<file path="src/rtl/kmce_pkg.sv">
// Package with types, constants and helpers of the k-means clustering engine.
package kmce_pkg;

  localparam int MaxPatternsDefault = 1024;
  localparam int MaxDimsDefault     = 8;
  localparam int MaxClustersDefault = 8;

  localparam logic [2:0] RegNumClusters = 3'd0;
  localparam logic [2:0] RegVectorDims  = 3'd1;
  localparam logic [2:0] RegMaxPasses   = 3'd2;
  localparam logic [2:0] RegInitOffset  = 3'd3;
  localparam logic [2:0] RegInitStep    = 3'd4;

  typedef struct packed {
    logic signed [31:0] element_value;
    logic               last_element;
  } in_req_t;

  typedef struct packed {
    logic [2:0]         cluster_index;
    logic [2:0]         dim_index;
    logic signed [31:0] center_value;
    logic [10:0]        member_count;
    logic [7:0]         passes_run;
    logic               converged;
    logic               overflow;
    logic               last_result;
  } out_req_t;

  typedef enum logic [3:0] {
    StLoad,
    StInit,
    StPassStart,
    StDist,
    StDistWait,
    StAcc,
    StAccWrite,
    StUpdStart,
    StDiv,
    StUpdWrite,
    StPassEnd,
    StReport,
    StReportWait,
    StClear
  } state_t;

  typedef struct packed {
    logic              start;
    logic signed [47:0] dividend;
    logic [10:0]       divisor;
  } div_req_t;

endpackage

</file>
<file path="src/rtl/kmce_divider.sv">
// Iterative signed-by-unsigned divider, one quotient bit per cycle, truncating.
module kmce_divider (
  input  logic              clk,
  input  logic              rst,
  input  kmce_pkg::div_req_t req,
  output logic              done,
  output logic signed [31:0] quotient
);
  import kmce_pkg::*;

  logic [47:0] rem_mag;
  logic [47:0] quo;
  logic [10:0] dsr;
  logic        neg;
  logic [5:0]  cnt;
  logic        busy;
  logic [48:0] shifted;
  logic [48:0] trial;
  logic [47:0] dvd_mag;
  logic [47:0] quo_final;
  logic [47:0] rem_next;

  assign dvd_mag = req.dividend[47] ? 48'(-req.dividend) : 48'(req.dividend);
  assign shifted = {rem_next, quo[47]};
  assign rem_next = rem_mag;
  assign trial = shifted - 49'(dsr);
  assign quo_final = neg ? 48'(-quo) : quo;
  assign quotient = quo_final[31:0];

  always_ff @(posedge clk) begin
    if (rst) begin
      busy <= 1'b0;
      done <= 1'b0;
      cnt  <= '0;
    end else begin
      done <= 1'b0;
      if (req.start) begin
        busy    <= 1'b1;
        rem_mag <= '0;
        quo     <= dvd_mag;
        dsr     <= req.divisor;
        neg     <= req.dividend[47];
        cnt     <= 6'd48;
      end else if (busy) begin
        if (!trial[48]) begin
          rem_mag <= trial[47:0];
          quo     <= {quo[46:0], 1'b1};
        end else begin
          rem_mag <= shifted[47:0];
          quo     <= {quo[46:0], 1'b0};
        end
        cnt <= cnt - 6'd1;
        if (cnt == 6'd1) begin
          busy <= 1'b0;
          done <= 1'b1;
        end
      end
    end
  end
endmodule
</file>
<file path="config.mk">
export PLATFORM = sky130hd
export DESIGN_NAME = kmce_divider
export DESIGN_NICKNAME = d
export VERILOG_FILES = /design/src/rtl/kmce_pkg.sv /design/src/rtl/kmce_divider.sv
export SDC_FILE = /design/constraint.sdc
export NUM_CORES = 1
export LEC_CHECK = 0
export ABC_AREA = 1
export CAP_MARGIN = 10
export CORE_ASPECT_RATIO = 1.75
export CORE_UTILIZATION = 57
export CTS_BUF_LIST = sky130_fd_sc_hd__clkbuf_8
export DETAILED_ROUTE_END_ITERATION = 7
export DONT_BUFFER_PORTS = 1
export GPL_TIMING_DRIVEN = 1
export PLACE_DENSITY = 0.76
export SLEW_MARGIN = 20
export SYNTH_ARGS = -nofsm -noshare
export SYNTH_HDL_FRONTEND = slang
export SYNTH_SLANG_ARGS = --single-unit
export TNS_END_PERCENT = 5
</file>
<file path="constraint.sdc">
create_clock -name clk -period 10.5 [get_ports clk]
set_input_delay 0.525 -clock clk [delete_from_list [all_inputs] [get_ports clk]]
set_output_delay 0.525 -clock clk [all_outputs]
set_load 0.03 [all_outputs]
</file>
* Word level (Yosys, flattened, before mapping)
Cells that the tools add are included.
** Storage, ports and cells
- Logic and storage cells :: 33
- Input bits :: 62
- Bits in registers :: 116
** Cells by class
- Reductions and logical operators :: 5
- Bitwise gates (word level) :: 2
- Equal/unequal tests :: 1
- $add $sub $neg :: 4
- Muxes and demuxes :: 13
** Operators with widths (count)
- 2-to-1 mux 48 bit :: 5
- subtractor 49 x 11 -> 49 bit :: 1
- negator 48 bit :: 1
- 2-to-1 mux 32 bit :: 1
- negator 32 bit :: 1
- 2-to-1 mux 6 bit :: 2
- equality test 6 x 1 -> 1 bit, second input constant :: 1
- subtractor 6 x 1 -> 6 bit, second input constant :: 1
- 2-to-1 mux 1 bit :: 5
- AND reduction 2 bit :: 2
- OR reduction 3 bit :: 1
- inverter 1 bit :: 2
- nonzero test 2 bit :: 1
- OR reduction 2 bit :: 1

* Depth between registers and ports, before layout
Gate-level depths: netlist of the first run.
- Word-level depth :: 4
- Mapped depth :: 17
- Gate-level depth less buffers :: 16

* Least setup slack after synthesis of the first run
OpenSTA, ideal clock, no wires.
- Path type :: input -> register
- From :: in req[59] (netlist name)
- To :: reg quo[0] (enable)
- Setup time :: 0.457 ns
- Buffers on the path :: 2
- Stages :: 6
- Slack :: 6.221 ns
- Arrival :: 3.822 ns
- Cells stage by stage :: clkbuf_1 inv_1 clkbuf_1 nor2_1 inv_1 nand2_1
** On the way
- Longest elaborated chain between the ends :: 2
** RTL lines
- start: declaration :: RTL line kmce_divider.sv:5 : input kmce_pkg::div_req_t req,
- nonzero test 2 bit (no line)
- AND reduction 2 bit (no line)
- end signal: assignment :: RTL line kmce_divider.sv:40 : quo <= dvd_mag;
- end signal: assignment :: RTL line kmce_divider.sv:47 : quo <= {quo[46:0], 1'b1};
- end signal: assignment :: RTL line kmce_divider.sv:50 : quo <= {quo[46:0], 1'b0};
- end: declaration :: RTL line kmce_divider.sv:12 : logic [47:0] quo;
Every way passes these cells.
A chain may end at the register's enable or synchronous reset.

* Worst setup path in the final report of the first run
- From :: reg quo[0]
- To :: out quotient[28]
** On the way
- Longest elaborated chain between the ends :: 2
** RTL lines
- negator 32 bit :: RTL line kmce_divider.sv:27 : assign quo_final = neg ? 48'(-quo) : quo;
- 2-to-1 mux 32 bit :: RTL line kmce_divider.sv:27
- end: declaration :: RTL line kmce_divider.sv:7 : output logic signed [31:0] quotient
Every way passes these cells.

==> results by group, run 1 <==
Power and ir drop
  – Leak pwr: 4.24 nW
  – PwrDens: about 140 mW/mm²
  – VDD IR max: roughly 0.09 mV

Route
  – 1st-pass router iterations: 8
  – Final antenna-violating net count: 0
  – Metal2 WL: approximately 16 mm
  – Vias post-DR: between 9000 and 10000
  – Via density: between 5 and 6
  – Initial DRC count: 577
  – Met1 WL: 9.84 mm
  – Top Layer Used: met4
  – Metal3 WL: between 1 and 1.5 mm
  – Routed wire length: a little under 30 mm
  – Wirelength per Cell: 18.2 µm
  – DR DRC count: 1

Die
  – Die X: 99.0 µm
  – # rows: 61
  – DIE HEIGHT: 172 µm
  – Initial Util: 0.588
  – Ports: between 90 and 100
  – Core Box Area: approximately 0.016 mm²
  – Die Area: around 0.017 mm²

Logic synthesis
  – Syn_nets: roughly 1500
  – Mapped Area: approximately 0.0094 mm²
  – Synthesized netlist cell count: between 1000 and 1500
  – Sequential share of the synthesized area: 0.363
  – Post-synth ARST share: 0
  – Top post-synthesis cells by area: edfxtp_1, nand2_1, nor2_1
  – Yosys top cell area share: 0.346
  – Leading register cell type out of synthesis: edfxtp_1
  – Ys Warns: 0
  – Synth cell types: slightly above 40
  – Area leader, netlist: edfxtp_1
  – Yosys reg bits: between 100 and 150
  – Number of synthesized flops with an enable pin: between 100 and 150
  – Synthesized area per cell: about 6.7 µm²

Run status
  – Failing checks: design-rule violations
  – Status: complete, but fails checks

Worst hold path
  – Worst Hold Class: in -> reg
  – WHS Path Cells: 1

Clocking
  – CTS H-tree lvls: 4
  – Worst-path clk slew: about 0.07 ns
  – CTS resizes: 0
  – Num CTS Buffers: 17
  – # clock sinks: about 120
  – CTS root buffer: clkbuf_8
  – CTS max path bufs: 2
  – Worst-Skew Late Latency: ~0.47 ns
  – CTS tree: done
  – Hold-fix buffers at CTS: 0
  – Postcts setup bufs: 0

Run
  – Max Cap Violations: 0

Setup path
  – Register-to-Register Path Depth: 15
  – Worst EP required: 9.98 ns
  – Critical path class: reg -> out
  – CP max FO: 5
  – CP endpoint kind: output port
  – CP Data Arrival Time: ~3 ns
  – Launching element type of the critical path: register

Timing
  – Max_slew headroom: 0.281
  – Least-Margin Pin Slew: 1.07 ns
  – Setup ws final: 6.90 ns
  – Achievable Freq: 278 MHz
  – Final Critical Period: approximately 3.6 ns
  – Final setup violating endpoints: 0
  – Pins Over Slew Limit: 0
  – Clk_skew: 0.0166 ns
  – Hold Vio Cnt, Final: 0
  – Fin crit share: 0.343
  – RSZ-0062 raised after global routing: false
  – Sum of negative setup slack: 0 ns

Global route
  – GRT Util Overall: 0.351
  – Initial antenna violation count: 0
  – Pin count of the biggest net entering global routing: 76
  – Vias in the first global route: between 8000 and 9000
  – First-pass GRT wire length: between 40 and 50 mm
  – Total grt overflow: 0

Final layout
  – Layout cell share with drive strength beyond 1: 0.0401
  – Register area: approximately 0.0034 mm²
  – Area of the multi-input gates: between 0.005 and 0.006 mm²
  – Fillers: roughly 1500
  – Area delta synth->final: 4.96%
  – Antenna cells: 0
  – NumNets Final: around 1500

Placement
  – Place WS: 7.27 ns
  – Final GP Congestion: around 1
  – Port buffer count: 0
  – Dpl hpwl: approximately 22 mm
## synth_stat cells, drive strengths merged (8+ instances only)
master / number
a21oi: 54
a31oi: 12
inv: 180
ha: 15
o21ai: 81
edfxtp: 108
dfxtp: 8
nand3: 87
nand4: 47
nor3: 24
nor2: 215
xor2: 49
buf: 14
clkbuf: 22
nand3b: 11
nand2: 428
xnor2: 18
## layout by cell type (no fill, tap or decap), types with 20 or more instances in the layout
| master | n |
|---|---|
| edfxtp_1 | 108 |
| nand4_1 | 46 |
| nand2_1 | 423 |
| a21oi_1 | 54 |
| xor2_1 | 49 |
| nand3_1 | 86 |
| nor3_1 | 24 |
| nor2_1 | 205 |
| o21ai_1 | 20 |
| inv_1 | 180 |
| o21ai_0 | 60 |
## sequential cells by signal, summed over array words and instances, names as in the netlist
name and cells:
cnt 6, busy 1, done 1, quo 48, rem_mag 48, dsr 11
neg 1
## layout make-up
cell class / count / share of cell area
Sequential cell: 116 / 0.346
Clock buffer: 17 / 0.0238
Tap cell: 189 / 0.0240
Clock inverter: 15 / 0.0142
Inverter: 180 / 0.0686
Timing Repair Buffer: 3 / 0.00229
Multi-Input combinational cell: 1067 / 0.521
## power by group
part / total, mW / leakage [nW] / switching (mW) / internal, mW
Clock: 0.411 / 0.194 / 0.203 / 0.208
Combinational: 0.340 / 2.92 / 0.248 / 0.0924
Sequential: 0.599 / 1.12 / 0.0374 / 0.561
## critical path, stage by stage, from the launching register on
cell	delay (ns)
edfxtp_1	0.53
inv_1	0.17
ha_1	0.18
inv_1	0.12
nor3_1	0.46
nand2_1	0.11
nor4_1	0.53
xor2_1	0.20
nand2_1	0.06
nand2_1	0.26
## path summary, 6_finish.rpt
path	slack, ns	endpoint	from
setup / recovery	6.90	quotient[28]	quo[0]$_DFFE_PP_
hold / removal	0.13	cnt[4]$_SDFFE_PP0N_	rst
setup reg to reg	7.57	rem_mag[26]$_SDFFCE_PP0P_	quo[47]$_DFFE_PP_
hold reg to reg	0.53	cnt[4]$_SDFFE_PP0N_	cnt[4]$_SDFFE_PP0N_
## per-layer routing
layer / vias up / global-route usage
li1: 4526 / -
met1: 4128 / 0.328
met2: 286 / 0.679
met3: 98 / 0.0504
met4: 0 / 0.260
met5: - / 0
## cells by family after synthesis
kind of cell	share of synthesized area
and+or+nand+nor	0.376
buffers and inverters	0.0910
AOI/OAI and AO/OA	0.0853
DFF	0.363
xor gates and xnor gates	0.0626
adders and majority gates	0.0222
## through the flow
step	power, mW	std cells	hold slack [ns]	utilization	cell area [µm²]
final	1.35	1587	0.128	0.617	9840
after global routing	1.40	1587	0.118	0.617	9840
after CTS	1.34	1587	0.107	0.617	9840
after detailed placement	0.942	1555	0.504	0.593	9470
after global placement	0.935	1555	0.504	0.593	9470
after floorplan	0.866	1399	0.470	-	9380
(Power assumes the default switching activity.)
==> run 2: changes to the inputs <==
- ABC_AREA: 1 -> 0
- clock period: 10.5 -> 3.4 ns (I/O delays scaled with it)
==> run 2 against run 1 <==
The run ends with negative setup slack left. Combinational power increased by 110%. Die area decreased by 18%. Largest power group unchanged. Critical path type unchanged. Clock power increased to 2.9 times the previous value. Non-clock buffer count increased by 42. Highest routed layer unchanged.
==> results by group, run 2 <==
Route
  – Via density: 6.24 (was 5.70)
  – 1st-pass router iterations: 6 (was 8)
  – Final antenna-violating net count: 0 (unchanged)
  – Routed wire length: 18.9 mm (was 28.8 mm)
  – DR DRC count: 0 (was 1)
  – Initial DRC count: 448 (was 577)
  – Vias post-DR: 6287 (was 9038)
  – Wirelength per Cell: 18.7 µm (was 18.2 µm)

Logic synthesis
  – Number of synthesized flops with an enable pin: 108 (unchanged)
  – Synthesized area per cell: 9.64 µm² (was 6.70 µm²)
  – Area leader, netlist: edfxtp_1 (unchanged)
  – Ys Warns: 0 (unchanged)
  – Mapped Area: 0.00768 mm² (was 0.00938 mm²)
  – Synthesized netlist cell count: 797 (was 1399)
  – Yosys top cell area share: 0.422 (was 0.346)
  – Leading register cell type out of synthesis: edfxtp_1 (unchanged)
  – Synth cell types: 60 (was 41)
  – Post-synth ARST share: 0 (unchanged)
  – Yosys reg bits: 116 (unchanged)
  – Top post-synthesis cells by area: edfxtp_1, xor2_1, a21oi_1 (was edfxtp_1, nand2_1, nor2_1)
  – Commonest cells post-synth: edfxtp_1, nor2_1, a21oi_1, xor2_1, nand2_1 (was nand2_1, nor2_1, inv_1, edfxtp_1, nand3_1)
  – Most common cell in the netlist: edfxtp_1 (was nand2_1)
  – Syn_nets: 875 (was 1477)
  – Sequential share of the synthesized area: 0.443 (was 0.363)

Die
  – Core Box Area: 0.0130 mm² (was 0.0160 mm²)
  – Initial Util: 0.591 (was 0.588)
  – Die X: 89.8 µm (was 99.0 µm)
  – Ports: 95 (unchanged)
  – Die Area: 0.0140 mm² (was 0.0170 mm²)
  – # rows: 55 (was 61)
  – DIE HEIGHT: 156 µm (was 172 µm)

Final layout
  – Most frequent cells in the layout: edfxtp_1, nor2_1, a21oi_1, xor2_1, nand2_1 (was nand2_1, nor2_1, inv_1, edfxtp_1, nand3_1)
  – Final core occ: 0.660 (was 0.617)
  – Antenna cells: 0 (unchanged)
  – Post-route cell area: 0.00859 mm² (was 0.00984 mm²)
  – Layout Cells excl Fill: 1007 (was 1587)
  – Area delta synth->final: 11.8% (was 4.96%)
  – Most common cell after layout, fill and taps aside: edfxtp_1 (was nand2_1)
  – Biggest regs: quo: 48 flops, rem_mag: 48 flops, dsr: 11 flops (unchanged)
  – NumNets Final: 902 (was 1463)
  – Layout cell share with drive strength beyond 1: 0.126 (was 0.0401)

Run
  – Max Cap Violations: 0 (unchanged)

Power and ir drop
  – PwrDens: 430 mW/mm² (was 137 mW/mm²)
  – Leak pwr: 2.96 nW (was 4.24 nW)
  – VDD IR max: 0.308 mV (was 0.0896 mV)
  – Total Power: 3.69 mW (was 1.35 mW)

Timing
  – Hold Vio Cnt, Final: 0 (unchanged)
  – Least-Margin Pin Slew: 0.873 ns (was 1.07 ns)
  – Final Critical Period: about 3.6 ns
  – Setup ws final: -0.172 ns (was 6.90 ns)
  – Final setup violating endpoints: 8 (was 0)
  – Clk_skew: 0.00927 ns (was 0.0166 ns)
  – Fin crit share: 1.05
  – Max_slew headroom: 0.414 (was 0.281)
  – Pins Over Slew Limit: 0 (unchanged)
  – Achievable Freq: roughly 280 MHz
  – RSZ-0062 raised after global routing: true (was false)
  – Hold WS: 0.0227 ns (was 0.128 ns)
  – Sum of negative setup slack: -0.609 ns (was 0 ns)

Clocking
  – CTS tree: done (unchanged)
  – Num CTS Buffers: 17 (unchanged)
  – CTS max path bufs: 2 (unchanged)
  – CTS root buffer: clkbuf_8 (unchanged)
  – Worst-Skew Late Latency: 0.43 ns (was 0.47 ns)
  – # clock sinks: 116 (unchanged)
  – Worst-path clk slew: 0.07 ns (about the same)
  – CTS H-tree lvls: 4 (unchanged)

Global route
  – Total grt overflow: 0 (unchanged)
  – Vias in the first global route: 6445 (was 8931)
  – First-pass GRT wire length: 30.9 mm (was 44.9 mm)
  – Pin count of the biggest net entering global routing: 106 (was 76)
  – Initial antenna violation count: 0 (unchanged)
  – GRT Util Overall: 0.279 (was 0.351)

Setup path
  – CP endpoint kind: output port (unchanged)
  – Critical path class: reg -> out (unchanged)
  – CP max-delay cell: or4_4 (was edfxtp_1)
  – Worst EP required: 3.23 ns (was 9.98 ns)
  – CP Cell Sequence: inv_2 -> ha_1 -> nand2b_1 -> or4_4 -> or2_4 -> or4_4 -> or4_4 -> o31ai_4 -> xnor2_2 -> buf_6 (was inv_1 -> ha_1 -> inv_1 -> nor3_1 -> nand2_1 -> nor4_1 -> xor2_1 -> nand2_1 -> nand2_1)
  – Launching element type of the critical path: register (unchanged)
  – CP Data Arrival Time: 3.40 ns (was 3.08 ns)
  – CP max FO: 5 (unchanged)
  – CP peak stage delay: 0.48 ns (was 0.53 ns)
  – Crit path top cell by count: or4_4 (was nand2_1)

Run status
  – Status: complete, but fails checks (unchanged)
  – Failing checks: negative setup slack (was design-rule violations)

Worst hold path
  – Worst Hold Class: in -> reg (unchanged)

Placement
  – Dpl cells: 958 (was 1555)
  – Place WS: -0.235 ns (was 7.27 ns)
  – Dpl hpwl: 12.7 mm (was 22.3 mm)
  – Dpl cell area: 0.00797 mm² (was 0.00947 mm²)
  – Final GP Congestion: 0.872 (was 1.00)
  – Port buffer count: 0 (unchanged)
-- run 2: layout make-up --
| class | count | area, µm² |
|---|---|---|
| clock buffers | 17 | 234 |
| clock inverters | 14 | 121 |
| fillers | 1022 | 4420 |
| inverters | 27 | 101 |
| multi-input cells | 617 | 4110 |
| flip-flops and latches | 116 | 3400 |
| well taps | 171 | 214 |
| repair buffers | 45 | 409 |
-- run 2: timing repair --
action | 4_1_cts | 5_1_grt
endpoints found under the setup margin | 27 | 25
hold buffers | 15 | 0
buffers inserted | 2 | 1
pin swaps | 3 | 3
resized for setup | 4 | 10
hold endpoints to repair | 96 | 0
-- run 2: logic make-up (layout without fill, tap and decap cells) --
group           Yosys count  in the layout  synth area share
compound gates          178            178             0.145
xor+xnor                 91             91             0.106
fa+ha+maj                16             16            0.0270
buf+inv                  64            103            0.0326
flops                   116            116             0.443
mux                      30             30            0.0430
simple gates            302            302             0.204
-- run 2: path summary, 6_finish.rpt --
| path | cells after the start | slack (ns) | start | endpoint |
|---|---|---|---|---|
| setup / recovery | 10 | -0.17 | quo[1]$_DFFE_PP_ | quotient[28] |
| hold / removal | 2 | 0.02 | req[59] | quo[16]$_DFFE_PP_ |
| setup reg to reg | 10 | 0.15 | quo[47]$_DFFE_PP_ | rem_mag[29]$_SDFFCE_PP0P_ |
| hold reg to reg | 2 | 0.51 | cnt[1]$_SDFFE_PP0P_ | cnt[1]$_SDFFE_PP0P_ |
-- run 2: critical path, delay by kind of cell (launching register included) --
kind,cells,cell delay [ns]
buffers and inverters,2,0.24
xor gates and xnor gates,1,0.16
and+or+nand+nor,5,1.75
DFF,1,0.43
AOI/OAI and AO/OA,1,0.23
adders and majority gates,1,0.16
-- run 2: metal layers --
metal	share of wire	vias up	GRT usage
met3	0.066	52	0.0663
met2	0.54	232	0.518
li1	-	2992	-
met4	0.038	0	0.150
met5	0	-	0
met1	0.35	3011	0.287
-- run 2: report_power, final --
group          internal [mW]  total [mW]  switching [mW]
combinational          0.280       0.723           0.443
clock                  0.627        1.19           0.566
sequential              1.69        1.78          0.0880
==> run 3: changes to the inputs <==
- SETUP_SLACK_MARGIN: not set -> 0.15
==> run 3 against run 2 <==
The flow still finishes with violations (negative setup slack). Global-route usage up 0.16 points. Wire length up 0.43%. Worst setup slack better by 0.075 ns. Power rose by 0.55%. First-iteration DRC count decreased by 13%. Critical path depth did not move. Sequential share of layout area shrank 0.61 points. Core utilization up 1.0 points. Final area increased by 1.6%. Non-clock buffer count up 1. Sequential power barely moved. Combinational power is 3% higher.
==> results by group, run 3 (synthesis results as in run 2) <==
Clocking
  – CTS root buffer: clkbuf_8 (unchanged)
  – # clock sinks: 116 (unchanged)
  – Worst-path clk slew: 0.07 ns (about the same)
  – Worst-Skew Late Latency: 0.43 ns (about the same)
  – CTS max path bufs: 2 (unchanged)
  – CTS H-tree lvls: 4 (unchanged)
  – Num CTS Buffers: 17 (unchanged)
  – CTS tree: done (unchanged)

Route
  – 1st-pass router iterations: 5 (was 6)
  – Initial DRC count: 391 (was 448)
  – Routed wire length: 18.9 mm (about the same)
  – DR DRC count: 0 (unchanged)
  – Via density: 6.28 (was 6.24)
  – Vias post-DR: 6335 (was 6287)
  – Wirelength per Cell: 18.8 µm (was 18.7 µm)
  – Final antenna-violating net count: 0 (unchanged)

Die
  – Die Area: 0.0140 mm² (unchanged)
  – Die X: 89.8 µm (unchanged)
  – Ports: 95 (unchanged)
  – Initial Util: 0.591 (unchanged)
  – Core Box Area: 0.0130 mm² (unchanged)
  – # rows: 55 (unchanged)
  – DIE HEIGHT: 156 µm (unchanged)

Timing
  – Least-Margin Pin Slew: 0.859 ns (was 0.873 ns)
  – Achievable Freq: 286 MHz (was 280 MHz)
  – Max_slew headroom: 0.426 (was 0.414)
  – Setup ws final: -0.0969 ns (was -0.172 ns)
  – Clk_skew: 0.00856 ns (was 0.00927 ns)
  – Final Critical Period: 3.50 ns (was 3.57 ns)
  – Pins Over Slew Limit: 0 (unchanged)
  – Hold Vio Cnt, Final: 0 (unchanged)
  – Sum of negative setup slack: -0.128 ns (was -0.609 ns)
  – Fin crit share: 1.03 (was 1.05)
  – RSZ-0062 raised after global routing: true (unchanged)
  – Final setup violating endpoints: 3 (was 8)

Setup path
  – Critical path class: reg -> out (unchanged)
  – CP max-delay cell: or4_4 (unchanged)
  – Largest delay share family, worst path: simple AND/OR/NAND/NOR gates (unchanged)
  – Worst EP required: 3.23 ns (about the same)
  – CP bufs+invs: 2 (unchanged)
  – Launching element type of the critical path: register (unchanged)
  – CP Cell Sequence: inv_2 -> ha_4 -> nand2b_4 -> or4_4 -> or2_4 -> or4_4 -> or4_4 -> o31ai_4 -> xnor2_2 -> buf_6 (was inv_2 -> ha_1 -> nand2b_1 -> or4_4 -> or2_4 -> or4_4 -> or4_4 -> o31ai_4 -> xnor2_2 -> buf_6)
  – CP endpoint kind: output port (unchanged)
  – CP Data Arrival Time: 3.33 ns (was 3.40 ns)
  – Crit path top cell by count: or4_4 (unchanged)
  – CP peak stage delay: 0.48 ns (about the same)
  – CP max FO: 4 (was 5)

Final layout
  – Final core occ: 0.671 (was 0.660)
  – Antenna cells: 0 (unchanged)
  – Fillers: 1000 (was 1022)
  – Area delta synth->final: 13.6% (was 11.8%)
  – Most frequent cells in the layout: edfxtp_1, nor2_1, a21oi_1, xor2_1, nand2_1 (unchanged)
  – NumNets Final: 903 (was 902)
  – Most common cell after layout, fill and taps aside: edfxtp_1 (unchanged)
  – Biggest regs: quo: 48 flops, rem_mag: 48 flops, dsr: 11 flops (unchanged)
  – Layout cell share with drive strength beyond 1: 0.152 (was 0.126)

Placement
  – Port buffer count: 0 (unchanged)
  – Final GP Congestion: 0.872 (unchanged)
  – Place WS: -0.235 ns (unchanged)
  – Dpl hpwl: 12.7 mm (unchanged)

Global route
  – First-pass GRT wire length: 31.0 mm (was 30.9 mm)
  – Pin count of the biggest net entering global routing: 106 (unchanged)
  – GRT Util Overall: 0.280 (was 0.279)
  – Vias in the first global route: 6461 (was 6445)
  – Initial antenna violation count: 0 (unchanged)
  – Total grt overflow: 0 (unchanged)

Run status
  – Failing checks: negative setup slack (unchanged)
  – Status: complete, but fails checks (unchanged)

Power and ir drop
  – Leak pwr: 3.00 nW (was 2.96 nW)
  – PwrDens: 426 mW/mm² (was 430 mW/mm²)
  – VDD IR max: 0.306 mV (was 0.308 mV)

Worst hold path
  – Worst Hold Class: in -> reg (unchanged)

Run
  – Max Cap Violations: 0 (unchanged)
## run 3: worst paths after layout
kind	from	to	slack, ns	cells past startpoint
max	quo[1]$_DFFE_PP_	quotient[28]	-0.1	10
min	req[59]	quo[16]$_DFFE_PP_	0.03	2
min reg2reg	cnt[1]$_SDFFE_PP0P_	cnt[1]$_SDFFE_PP0P_	0.50	2
max reg2reg	rem_mag[8]$_SDFFCE_PP0P_	rem_mag[29]$_SDFFCE_PP0P_	0.19	8
## run 3: what timing repair did
item,4_1_cts,5_1_grt
hold buffers,15,0
gates resized for setup,13,23
pin swaps,5,4
endpoints found under the hold margin,96,0
endpoints found under the setup margin,31,33
buffers inserted,3,1
## run 3: per-stage QoR
stage | hold slack (ns) | cells | power [mW] | area, µm²
2_1_floorplan | 0.269 | 797 | 2.34 | 7690
3_3_place_gp | 0.244 | 958 | 2.44 | 7970
3_5_place_dp | 0.245 | 958 | 2.47 | 7970
4_1_cts | 0.000397 | 1007 | 3.71 | 8590
5_1_grt | 0.0166 | 1008 | 3.87 | 8720
6_report | 0.0291 | 1008 | 3.71 | 8720
## run 3: final cells by class
| type | count | area (µm²) | area share |
|---|---|---|---|
| Multi-Input combinational cell | 617 | 4230 | 0.485 |
| Tap cell | 171 | 214 | 0.0245 |
| Clock buffer | 17 | 234 | 0.0268 |
| Timing Repair Buffer | 46 | 417 | 0.0478 |
| Sequential cell | 116 | 3400 | 0.390 |
| Clock inverter | 14 | 121 | 0.0139 |
| Inverter | 27 | 101 | 0.0116 |
## run 3: power by group
part,switching (mW),internal [mW]
Clock,0.565,0.627
Sequential,0.0902,1.69
Combinational,0.450,0.292
## run 3: metal layers
layer | routed length (µm) | GRT usage | share of wire | vias to the layer above
li1 | - | - | - | 2989
met3 | 1100 | 0.0682 | 0.058 | 66
met2 | 10100 | 0.514 | 0.53 | 225
met1 | 6830 | 0.288 | 0.36 | 3055
met4 | 917 | 0.165 | 0.048 | 0
met5 | 0 | 0 | 0 | -
